<file path="src/clnw_pkg.sv">
// Shared types, request codes and helper functions for the character LCD nibble writer.
// Depends on nothing; every other file of the block imports it.
package clnw_pkg;

	typedef enum logic [2:0] {
		CMD_BYTE    = 3'd0,
		CMD_CHAR    = 3'd1,
		CMD_CURSOR  = 3'd2,
		CMD_PRINT   = 3'd3,
		CMD_STARTUP = 3'd4
	} cmd_t;

	localparam logic [7:0] ROW_ONE      = 8'd1;
	localparam logic [7:0] ROW_TWO      = 8'd2;
	localparam logic [7:0] LINE1_BASE   = 8'h80;
	localparam logic [7:0] LINE2_BASE   = 8'hC0;
	localparam logic [7:0] HOME_CMD     = 8'h80;
	localparam logic [7:0] ASCII_ZERO   = 8'd48;
	localparam logic [7:0] ASCII_ERROR  = 8'h45;
	localparam logic [3:0] DIGITS_MAX   = 4'd5;
	localparam int         FRAME_BYTES  = 6;
	localparam int         FRAME_NIBS   = 2 * FRAME_BYTES;
	localparam int         NUM_DIGITS   = 5;

	// Start-up bytes, sent from index 0 (the rightmost, 8'h33) upward; the framer bit-reverses every nibble with rev4.
	localparam logic [FRAME_BYTES-1:0][7:0] STARTUP_BYTES = {
		8'h80, 8'h0C, 8'h01, 8'h28, 8'h32, 8'h33
	};

	typedef struct packed {
		logic [2:0] command;
		logic [7:0] byte_value;
		logic [7:0] row;
		logic [7:0] column;
		logic [3:0] digit_count;
	} req_t;

	typedef logic [NUM_DIGITS-1:0][3:0] digits_t;

	typedef struct packed {
		logic [3:0] pins;
		logic       rs;
	} strobe_t;

	function automatic logic [3:0] rev4(input logic [3:0] n);
		return {n[0], n[1], n[2], n[3]};
	endfunction

	function automatic logic [3:0] dec_digit(input logic [15:0] value, input logic [15:0] step);
		logic [3:0] d;
		d = '0;
		for (int k = 1; k <= 9; k++) begin
			if ({1'b0, value} >= 17'(17'(k) * {1'b0, step})) begin
				d = 4'(k);
			end
		end
		return d;
	endfunction

	function automatic logic [15:0] dec_rem(input logic [15:0] value, input logic [15:0] step,
			input logic [3:0] d);
		return value - 16'(20'(d) * 20'(step));
	endfunction

endpackage

</file>
<file path="src/char_lcd_nibble_writer_top.sv">
// Top level of the character LCD nibble writer: decimal split pipeline and strobe framer.
// Depends on clnw_pkg, clnw_decimal and clnw_framer.
//
// A request enters on the input channel (in_valid/in_ready) with command, byte_value, row,
// column, number and digit_count. Each request becomes zero to twelve result transfers on
// the output channel (out_valid/out_ready), one 4-bit strobe per transfer, with last set on
// the final strobe of the request. A request that yields no strobes produces no transfer.
// From the input transfer to the first strobe on out_valid a request passes an input
// register, two digit stages, a third digit stage and the frame register. The frame register
// then delivers one strobe per cycle while out_ready is high, so a request takes the output
// for twice its byte count in strobes, up to twelve; that output shift register bounds the
// sustained rate. Requests queue in the four pipeline stages, and the next frame loads in the
// same cycle that the previous frame's last strobe is taken, so frames follow without a gap.
// When out_ready is low the frame holds and the pipeline fills; in_ready falls once all four
// stages hold a request. Reset clears all valid flags and the frame count; no output is valid
// after reset.
module char_lcd_nibble_writer_top (
	input  logic        clk,
	input  logic        arst_n,
	input  logic        in_valid,
	output logic        in_ready,
	input  logic [2:0]  command,
	input  logic [7:0]  byte_value,
	input  logic [7:0]  row,
	input  logic [7:0]  column,
	input  logic [15:0] number,
	input  logic [3:0]  digit_count,
	output logic        out_valid,
	input  logic        out_ready,
	output logic [3:0]  pin_nibble,
	output logic        register_select,
	output logic        last
);
	import clnw_pkg::*;

	req_t    in_req;
	req_t    dec_req;
	digits_t dec_digits;
	logic    dec_valid;
	logic    dec_take;

	assign in_req = '{command: command, byte_value: byte_value, row: row, column: column,
		digit_count: digit_count};

	clnw_decimal u_decimal (
		.clk        (clk),
		.arst_n     (arst_n),
		.in_valid   (in_valid),
		.in_ready   (in_ready),
		.in_req     (in_req),
		.in_number  (number),
		.dec_valid  (dec_valid),
		.dec_take   (dec_take),
		.dec_req    (dec_req),
		.dec_digits (dec_digits)
	);

	clnw_framer u_framer (
		.clk             (clk),
		.arst_n          (arst_n),
		.dec_valid       (dec_valid),
		.dec_take        (dec_take),
		.dec_req         (dec_req),
		.dec_digits      (dec_digits),
		.out_valid       (out_valid),
		.out_ready       (out_ready),
		.pin_nibble      (pin_nibble),
		.register_select (register_select),
		.last            (last)
	);

	// The input side can only stall when the last pipeline stage holds a request.
	a_stall_full: assert property (@(posedge clk) disable iff (!arst_n)
		!in_ready |-> dec_valid)
		else $error("input stalled with an empty last stage");

	// A strobe that is not the last of its request is always followed by more strobes.
	a_frame_cont: assert property (@(posedge clk) disable iff (!arst_n)
		(out_valid && !last) |=> out_valid)
		else $error("frame ended before its last strobe");

	// After the last strobe is taken the output empties unless a new frame loads.
	a_frame_end: assert property (@(posedge clk) disable iff (!arst_n)
		(out_valid && last && out_ready && !dec_valid) |=> !out_valid)
		else $error("output still valid after the final transfer");

endmodule

</file>
<file path="src/clnw_decimal.sv">
// Input register and decimal split pipeline: three stages that peel off decimal digits.
// Depends on clnw_pkg.
module clnw_decimal (
	input  logic             clk,
	input  logic             arst_n,
	input  logic             in_valid,
	output logic             in_ready,
	input  clnw_pkg::req_t   in_req,
	input  logic [15:0]      in_number,
	output logic             dec_valid,
	input  logic             dec_take,
	output clnw_pkg::req_t   dec_req,
	output clnw_pkg::digits_t dec_digits
);
	import clnw_pkg::*;

	logic        v_s1, v_s2, v_s3, v_s4;
	logic        en1, en2, en3, en4;
	req_t        req_s1, req_s2, req_s3, req_s4;
	logic [15:0] number_s1;
	logic [3:0]  d4_s2, d4_s3, d3_s3;
	logic [13:0] r4_s2;
	logic [9:0]  r3_s3;
	digits_t     digits_s4;

	logic [3:0]  d4_c, d3_c, d2_c, d1_c;
	logic [15:0] r4_c, r3_c, r2_c;

	assign en4 = !v_s4 || dec_take;
	assign en3 = !v_s3 || en4;
	assign en2 = !v_s2 || en3;
	assign en1 = !v_s1 || en2;
	assign in_ready = en1;

	always_comb begin
		d4_c = dec_digit(number_s1, 16'd10000);
		r4_c = dec_rem(number_s1, 16'd10000, d4_c);
		d3_c = dec_digit({2'b00, r4_s2}, 16'd1000);
		r3_c = dec_rem({2'b00, r4_s2}, 16'd1000, d3_c);
		d2_c = dec_digit({6'd0, r3_s3}, 16'd100);
		r2_c = dec_rem({6'd0, r3_s3}, 16'd100, d2_c);
		d1_c = dec_digit(r2_c, 16'd10);
	end

	always_ff @(posedge clk or negedge arst_n) begin
		if (!arst_n) begin
			v_s1 <= 1'b0;
			v_s2 <= 1'b0;
			v_s3 <= 1'b0;
			v_s4 <= 1'b0;
		end else begin
			if (en1) begin
				v_s1 <= in_valid;
			end
			if (en2) begin
				v_s2 <= v_s1;
			end
			if (en3) begin
				v_s3 <= v_s2;
			end
			if (en4) begin
				v_s4 <= v_s3;
			end
		end
	end

	always_ff @(posedge clk) begin
		if (en1 && in_valid) begin
			req_s1    <= in_req;
			number_s1 <= in_number;
		end
		if (en2 && v_s1) begin
			req_s2 <= req_s1;
			d4_s2  <= d4_c;
			r4_s2  <= r4_c[13:0];
		end
		if (en3 && v_s2) begin
			req_s3 <= req_s2;
			d4_s3  <= d4_s2;
			d3_s3  <= d3_c;
			r3_s3  <= r3_c[9:0];
		end
		if (en4 && v_s3) begin
			req_s4       <= req_s3;
			digits_s4[4] <= d4_s3;
			digits_s4[3] <= d3_s3;
			digits_s4[2] <= d2_c;
			digits_s4[1] <= d1_c;
			digits_s4[0] <= 4'(r2_c - 16'(d1_c) * 16'd10);
		end
	end

	assign dec_valid  = v_s4;
	assign dec_req    = req_s4;
	assign dec_digits = digits_s4;

endmodule

</file>
<file path="src/clnw_framer.sv">
// Builds the strobe list of one request and shifts it out one nibble per transfer.
// Depends on clnw_pkg.
module clnw_framer (
	input  logic              clk,
	input  logic              arst_n,
	input  logic              dec_valid,
	output logic              dec_take,
	input  clnw_pkg::req_t    dec_req,
	input  clnw_pkg::digits_t dec_digits,
	output logic              out_valid,
	input  logic              out_ready,
	output logic [3:0]        pin_nibble,
	output logic              register_select,
	output logic              last
);
	import clnw_pkg::*;

	logic [FRAME_BYTES-1:0][7:0] fb;
	logic [FRAME_BYTES-1:0]      frs;
	logic [2:0]                  nb;
	logic [2:0]                  off;
	logic [2:0]                  slot;
	logic [2:0]                  didx;
	logic [7:0]                  cur_byte;
	logic                        row_ok;
	strobe_t [FRAME_NIBS-1:0]    nibs_c;
	strobe_t [FRAME_NIBS-1:0]    frame_q;
	logic [3:0]                  cnt_q;
	logic                        free;
	logic                        load;
	logic                        xfer;

	always_comb begin
		fb       = '0;
		frs      = '0;
		nb       = '0;
		off      = '0;
		slot     = '0;
		didx     = '0;
		row_ok   = (dec_req.row == ROW_ONE) || (dec_req.row == ROW_TWO);
		cur_byte = ((dec_req.row == ROW_ONE) ? LINE1_BASE : LINE2_BASE) + dec_req.column - 8'd1;
		unique case (cmd_t'(dec_req.command))
			CMD_BYTE: begin
				fb[0] = dec_req.byte_value;
				nb    = 3'd1;
			end
			CMD_CHAR: begin
				fb[0]  = dec_req.byte_value;
				frs[0] = 1'b1;
				nb     = 3'd1;
			end
			CMD_CURSOR: begin
				if (row_ok) begin
					fb[0] = cur_byte;
					nb    = 3'd1;
				end
			end
			CMD_PRINT: begin
				if (dec_req.row == 8'd0 || dec_req.column == 8'd0) begin
					fb[0] = HOME_CMD;
					off   = 3'd1;
				end else if (row_ok) begin
					fb[0] = cur_byte;
					off   = 3'd1;
				end
				if (dec_req.digit_count > DIGITS_MAX) begin
					fb[off]  = ASCII_ERROR;
					frs[off] = 1'b1;
					nb       = off + 3'd1;
				end else begin
					for (int k = 0; k < NUM_DIGITS; k++) begin
						if (4'(k) < dec_req.digit_count) begin
							slot      = off + 3'(k);
							didx      = 3'(dec_req.digit_count - 4'd1 - 4'(k));
							fb[slot]  = ASCII_ZERO + {4'd0, dec_digits[didx]};
							frs[slot] = 1'b1;
						end
					end
					nb = off + dec_req.digit_count[2:0];
				end
			end
			CMD_STARTUP: begin
				fb = STARTUP_BYTES;
				nb = 3'(FRAME_BYTES);
			end
			default: begin
				nb = '0;
			end
		endcase
		for (int b = 0; b < FRAME_BYTES; b++) begin
			nibs_c[2*b]     = '{pins: rev4(fb[b][7:4]), rs: frs[b]};
			nibs_c[2*b + 1] = '{pins: rev4(fb[b][3:0]), rs: frs[b]};
		end
	end

	assign xfer     = (cnt_q != 4'd0) && out_ready;
	assign free     = (cnt_q == 4'd0) || ((cnt_q == 4'd1) && out_ready);
	assign load     = dec_valid && free;
	assign dec_take = free;

	always_ff @(posedge clk or negedge arst_n) begin
		if (!arst_n) begin
			cnt_q <= '0;
		end else if (load) begin
			cnt_q <= {nb, 1'b0};
		end else if (xfer) begin
			cnt_q <= cnt_q - 4'd1;
		end
	end

	always_ff @(posedge clk) begin
		if (load) begin
			frame_q <= nibs_c;
		end else if (xfer) begin
			for (int i = 0; i < FRAME_NIBS - 1; i++) begin
				frame_q[i] <= frame_q[i + 1];
			end
		end
	end

	assign out_valid       = (cnt_q != 4'd0);
	assign pin_nibble      = frame_q[0].pins;
	assign register_select = frame_q[0].rs;
	assign last            = (cnt_q == 4'd1);

endmodule
</file>
<file path="config.mk">
export PLATFORM = sky130hd
export DESIGN_NAME = char_lcd_nibble_writer_top
export DESIGN_NICKNAME = d
export VERILOG_FILES = /design/src/clnw_pkg.sv /design/src/char_lcd_nibble_writer_top.sv /design/src/clnw_decimal.sv /design/src/clnw_framer.sv
export SDC_FILE = /design/constraint.sdc
export NUM_CORES = 1
export LEC_CHECK = 0
export CELL_PAD_IN_SITES_DETAIL_PLACEMENT = 0
export CELL_PAD_IN_SITES_GLOBAL_PLACEMENT = 1
export CORE_MARGIN = 3
export CORE_UTILIZATION = 53
export DETAILED_ROUTE_END_ITERATION = 6
export DONT_BUFFER_PORTS = 1
export PLACE_DENSITY = 0.79
export SETUP_SLACK_MARGIN = 0.5
export SLEW_MARGIN = 20
export SYNTH_ARGS = -nofsm -noshare
export SYNTH_HDL_FRONTEND = slang
export SYNTH_SLANG_ARGS = --single-unit
</file>
<file path="constraint.sdc">
create_clock -name clk -period 5.4 [get_ports clk]
set_input_delay 1.08 -clock clk [delete_from_list [all_inputs] [get_ports clk]]
set_output_delay 1.08 -clock clk [all_outputs]
set_load 0.02 [all_outputs]
</file>
==> summary.md <==
| Metric | Value |
|---|---|
| Status | `complete, no violations` |
| # rows | `56` |
| Tmin final | `4.777 ns` |
| CTS Buf Count | `27` |
| Initial antenna violation count | `0` |
| CTS clk-pin slew, worst paths | `0.06 ns` |
| Core area | `0.02368 mm²` |
| Worst relative slew slack | `34.11%` |
| Bufs on Longest Clock Path | `3` |
| IO Port Bufs | `0` |
| Final count of hold timing violations | `0` |
| Critical path depth | `22` |
| Initial Utilization | `between 50% and 60%` |
| GR Overflow Total | `0` |
| Synth top area share | `59.00%` |
| GRT Total Usage | `17.40%` |
| Chip width | `between 150 and 200 µm` |
| Flop-to-flop setup slack | `0.62 ns` |
| Post-Synthesis Cells | `1011` |
| R2R Path Start | `u_decimal.r3_s3[4]$_DFFE_PP_` |
| Final-report setup violation count | `0` |
| Yosys warnings | `0` |
| Cells along the critical path | `buf_4 -> buf_4 -> a41o_1 -> a21oi_2 -> a21oi_1 -> nor2_1 -> nor2_2 -> ha_1 -> ha_2 -> inv_2 -> fa_1 -> ha_4 -> or2_4 -> o31ai_4 -> mux2i_1 -> nor3_1 -> nor2b_2 -> o21ai_2 -> ha_2 -> fa_2 -> xnor2_2 -> xnor2_1` |
| Busiest grt layer | `met2` |
| Setup TNS | `0 ns` |
| Final Cycle Share | `88.46%` |
| RSZ-0062 raised after global routing | `yes` |
| GRT met3 Usage | `roughly 3%` |
| Vias | `7791` |
| Maxcap violations | `0` |
| Number of flops mapped to enable cells by yosys | `approximately 250` |
| TritonCTS clock tree | `built` |
| FF/Latch Area | `0.007797 mm²` |
| Commonest non-fill, non-tap cell in the layout | `edfxtp_1` |
| R2r worst-path depth | `22` |
| Synth-to-layout area growth | `11.46%` |
| DP HPWL | `15.82 mm` |
| DR pass1 iterations | `5` |
| Synth Register Bits | `261` |
| DRC viols | `0` |
| Synth area leaders | `edfxtp_1 (59%), ha_1 (6.2%), a21oi_1 (2.4%), nand2_1 (2.3%), inv_1 (2.0%)` |
| Final WL | `approximately 23 mm` |
| Worst Tran Pin Value | `slightly below 1 ns` |
| Final core utilization | `60.60%` |
| Worst Setup Path Type | `register to register` |
| Root Driver | `clkbuf_16` |
| Met1 GRT Util | `roughly a quarter` |
| RePlAce Congestion | `~0.9` |
| Global-route wire length before repair | `37.16 mm` |
| Via density | `5.662` |
| Grt met2 use | `approximately 28%` |
| Die height | `about 160 µm` |
| Clk_lat worst skew | `between 0.5 and 0.6 ns` |
| CP arrival | `5.05 ns` |
| Largest net degree at the start of global routing | `64` |
| R2r endpoint | `u_decimal.dec_digits[3]$_DFFE_PP_` |
| Fillers | `1912` |
| CP max stage cell | `fa_1` |
| Buffers & Inverters on Critical Path | `3` |
| Crit-path max FO | `6` |
| H-tree Lvls | `1` |
| Fraction of layout cells with a size suffix above 1 | `11.35%` |
| Avg Cell Area, Syn | `12.74 µm²` |
| Area of the multi-input gates | `0.004767 mm²` |
| Die footprint | `0.02620 mm²` |
| Register area share after synthesis | `60.55%` |
| Largest area contributor in the synthesized netlist | `edfxtp_1` |
| Fmax achieved | `around 0.21 GHz` |
| Crit path largest cell delay | `0.55 ns` |
| Post-DRT Antenna Nets | `0` |
| Layout Skew | `0.01413 ns` |
| # diodes | `0` |
| Worst Path Required | `approximately 5.7 ns` |
| Setup crit end kind | `register` |
| Hold WC Path Type | `primary input to async pin` |
| Io pins | `between 50 and 60` |
| Final Max Tran Viols | `0` |
| WL/cell | `16.59 µm` |
| Critical path's top delay family | `adder cells` |
| Yosys cell types | `85` |
| Worst setup SP type | `register` |
| Commonest non-fill, non-tap cells in the layout | `edfxtp_1 (253), nand2_1 (77), inv_1 (69)` |
| Vias in the first global route | `7385` |
| CTS sink cnt | `roughly 260` |
| Async S/R FF share, synth | `3.065%` |
| Post-CTS Hold Buffers | `0` |
| Initial drt markers | `a little over 500` |
| Post-Synthesis Net Count | `1138` |
| Layout Nets | `1165` |
| Ys flop type | `edfxtp_1` |
| Mapped Area | `approximately 0.013 mm²` |
area by class of cell:
cell class / count / area share, %
Clock inverter: 14 / 1.334
Tap cell: 319 / 2.781
Sequential cell: 261 / 54.33
Clock buffer: 34 / 4.891
Timing Repair Buffer: 30 / 1.569
Multi-Input combinational cell: 646 / 33.21
Inverter: 72 / 1.883
how the worst max path moves through the flow:
stage | start | end | slack [ns]
6_report | u_decimal.r3_s3[4]$_DFFE_PP_ | u_decimal.dec_digits[3]$_DFFE_PP_ | 0.62
4_1_cts | u_decimal.r3_s3[4]$_DFFE_PP_ | u_decimal.dec_digits[3]$_DFFE_PP_ | 0.52
2_1_floorplan | u_decimal.r3_s3[4]$_DFFE_PP_ | u_decimal.dec_digits[3]$_DFFE_PP_ | 0.58
3_3_place_gp | u_decimal.r3_s3[4]$_DFFE_PP_ | u_decimal.dec_digits[3]$_DFFE_PP_ | 0.19
3_5_place_dp | u_decimal.r3_s3[4]$_DFFE_PP_ | u_decimal.dec_digits[3]$_DFFE_PP_ | 0.07
5_1_grt | u_decimal.r3_s3[5]$_DFFE_PP_ | u_decimal.dec_digits[3]$_DFFE_PP_ | 0.38
what timing repair did:
item / CTS / global route
setup endpoints to repair: 2 / 2
pin swaps: 2 / 21
gates resized for setup: 7 / 14
setup buffers: 11 / 11
flip-flops by register name (all words and copies together), names as in the netlist:
register,flops
u_decimal.number_s1,16
u_framer.frame_q,55
u_decimal.req_s2,31
u_decimal.d4_s2,3
u_framer.register_select,1
u_decimal.req_s1,31
u_decimal.v_s2,1
u_decimal.r3_s3,10
u_framer.cnt_q,4
u_decimal.req_s3,31
u_decimal.dec_req,31
u_decimal.r4_s2,14
u_decimal.dec_digits,19
u_decimal.v_s1,1
u_decimal.dec_valid,1
u_decimal.d3_s3,4
u_decimal.v_s3,1
u_decimal.d4_s3,3
u_framer.pin_nibble,4
kinds of logic after synthesis:
family | Yosys count | share of synthesized area, %
mux | 26 | 2.934
xor+xnor | 42 | 2.973
flops | 261 | 60.55
compound gates | 235 | 12.13
fa+ha+maj | 77 | 8.162
simple gates | 266 | 9.979
buf+inv | 104 | 3.274
routing by layer:
metal	vias up	wire [µm]	part of all wire [%]
met5	-	0	0
met4	0	541	2.4
met3	36	1063	4.7
met2	197	10790	47
met1	3732	10440	46
li1	3826	-	-
synthesized netlist by cell type (all sizes together) (6+ instances only):
| master | n |
|---|---|
| nand3 | 26 |
| inv | 72 |
| mux4 | 9 |
| xor2 | 18 |
| xnor2 | 24 |
| nor2b | 18 |
| a31oi | 8 |
| nor4 | 9 |
| nor2 | 64 |
| clkbuf | 20 |
| fa | 12 |
| and2 | 14 |
| edfxtp | 253 |
| or2 | 7 |
| a22o | 7 |
| dfrtp | 8 |
| nand2b | 12 |
| o31ai | 8 |
| ha | 64 |
| o21ai | 55 |
| a21oi | 63 |
| nor3 | 19 |
| o21bai | 8 |
| mux2i | 13 |
| nand2 | 78 |
| o22ai | 6 |
| a21o | 19 |
| buf | 12 |
| a211oi | 7 |
per-stage QoR:
stage / setup WS, ns / std cells / area, µm² / hold WS (ns)
global route: 0.3759 / 1376 / 14350 / 0.1968
floorplan: 0.5763 / 1011 / 12880 / 0.4003
detailed placement: 0.07099 / 1306 / 13210 / 0.4045
global placement: 0.1872 / 1306 / 13210 / 0.4006
finish: 0.6232 / 1376 / 14350 / 0.2329
CTS: 0.5215 / 1365 / 14210 / 0.2037
Power is left out: the tool's default activity adds up to more than one toggle a clock period on the data nets, which glitch-free logic cannot reach.
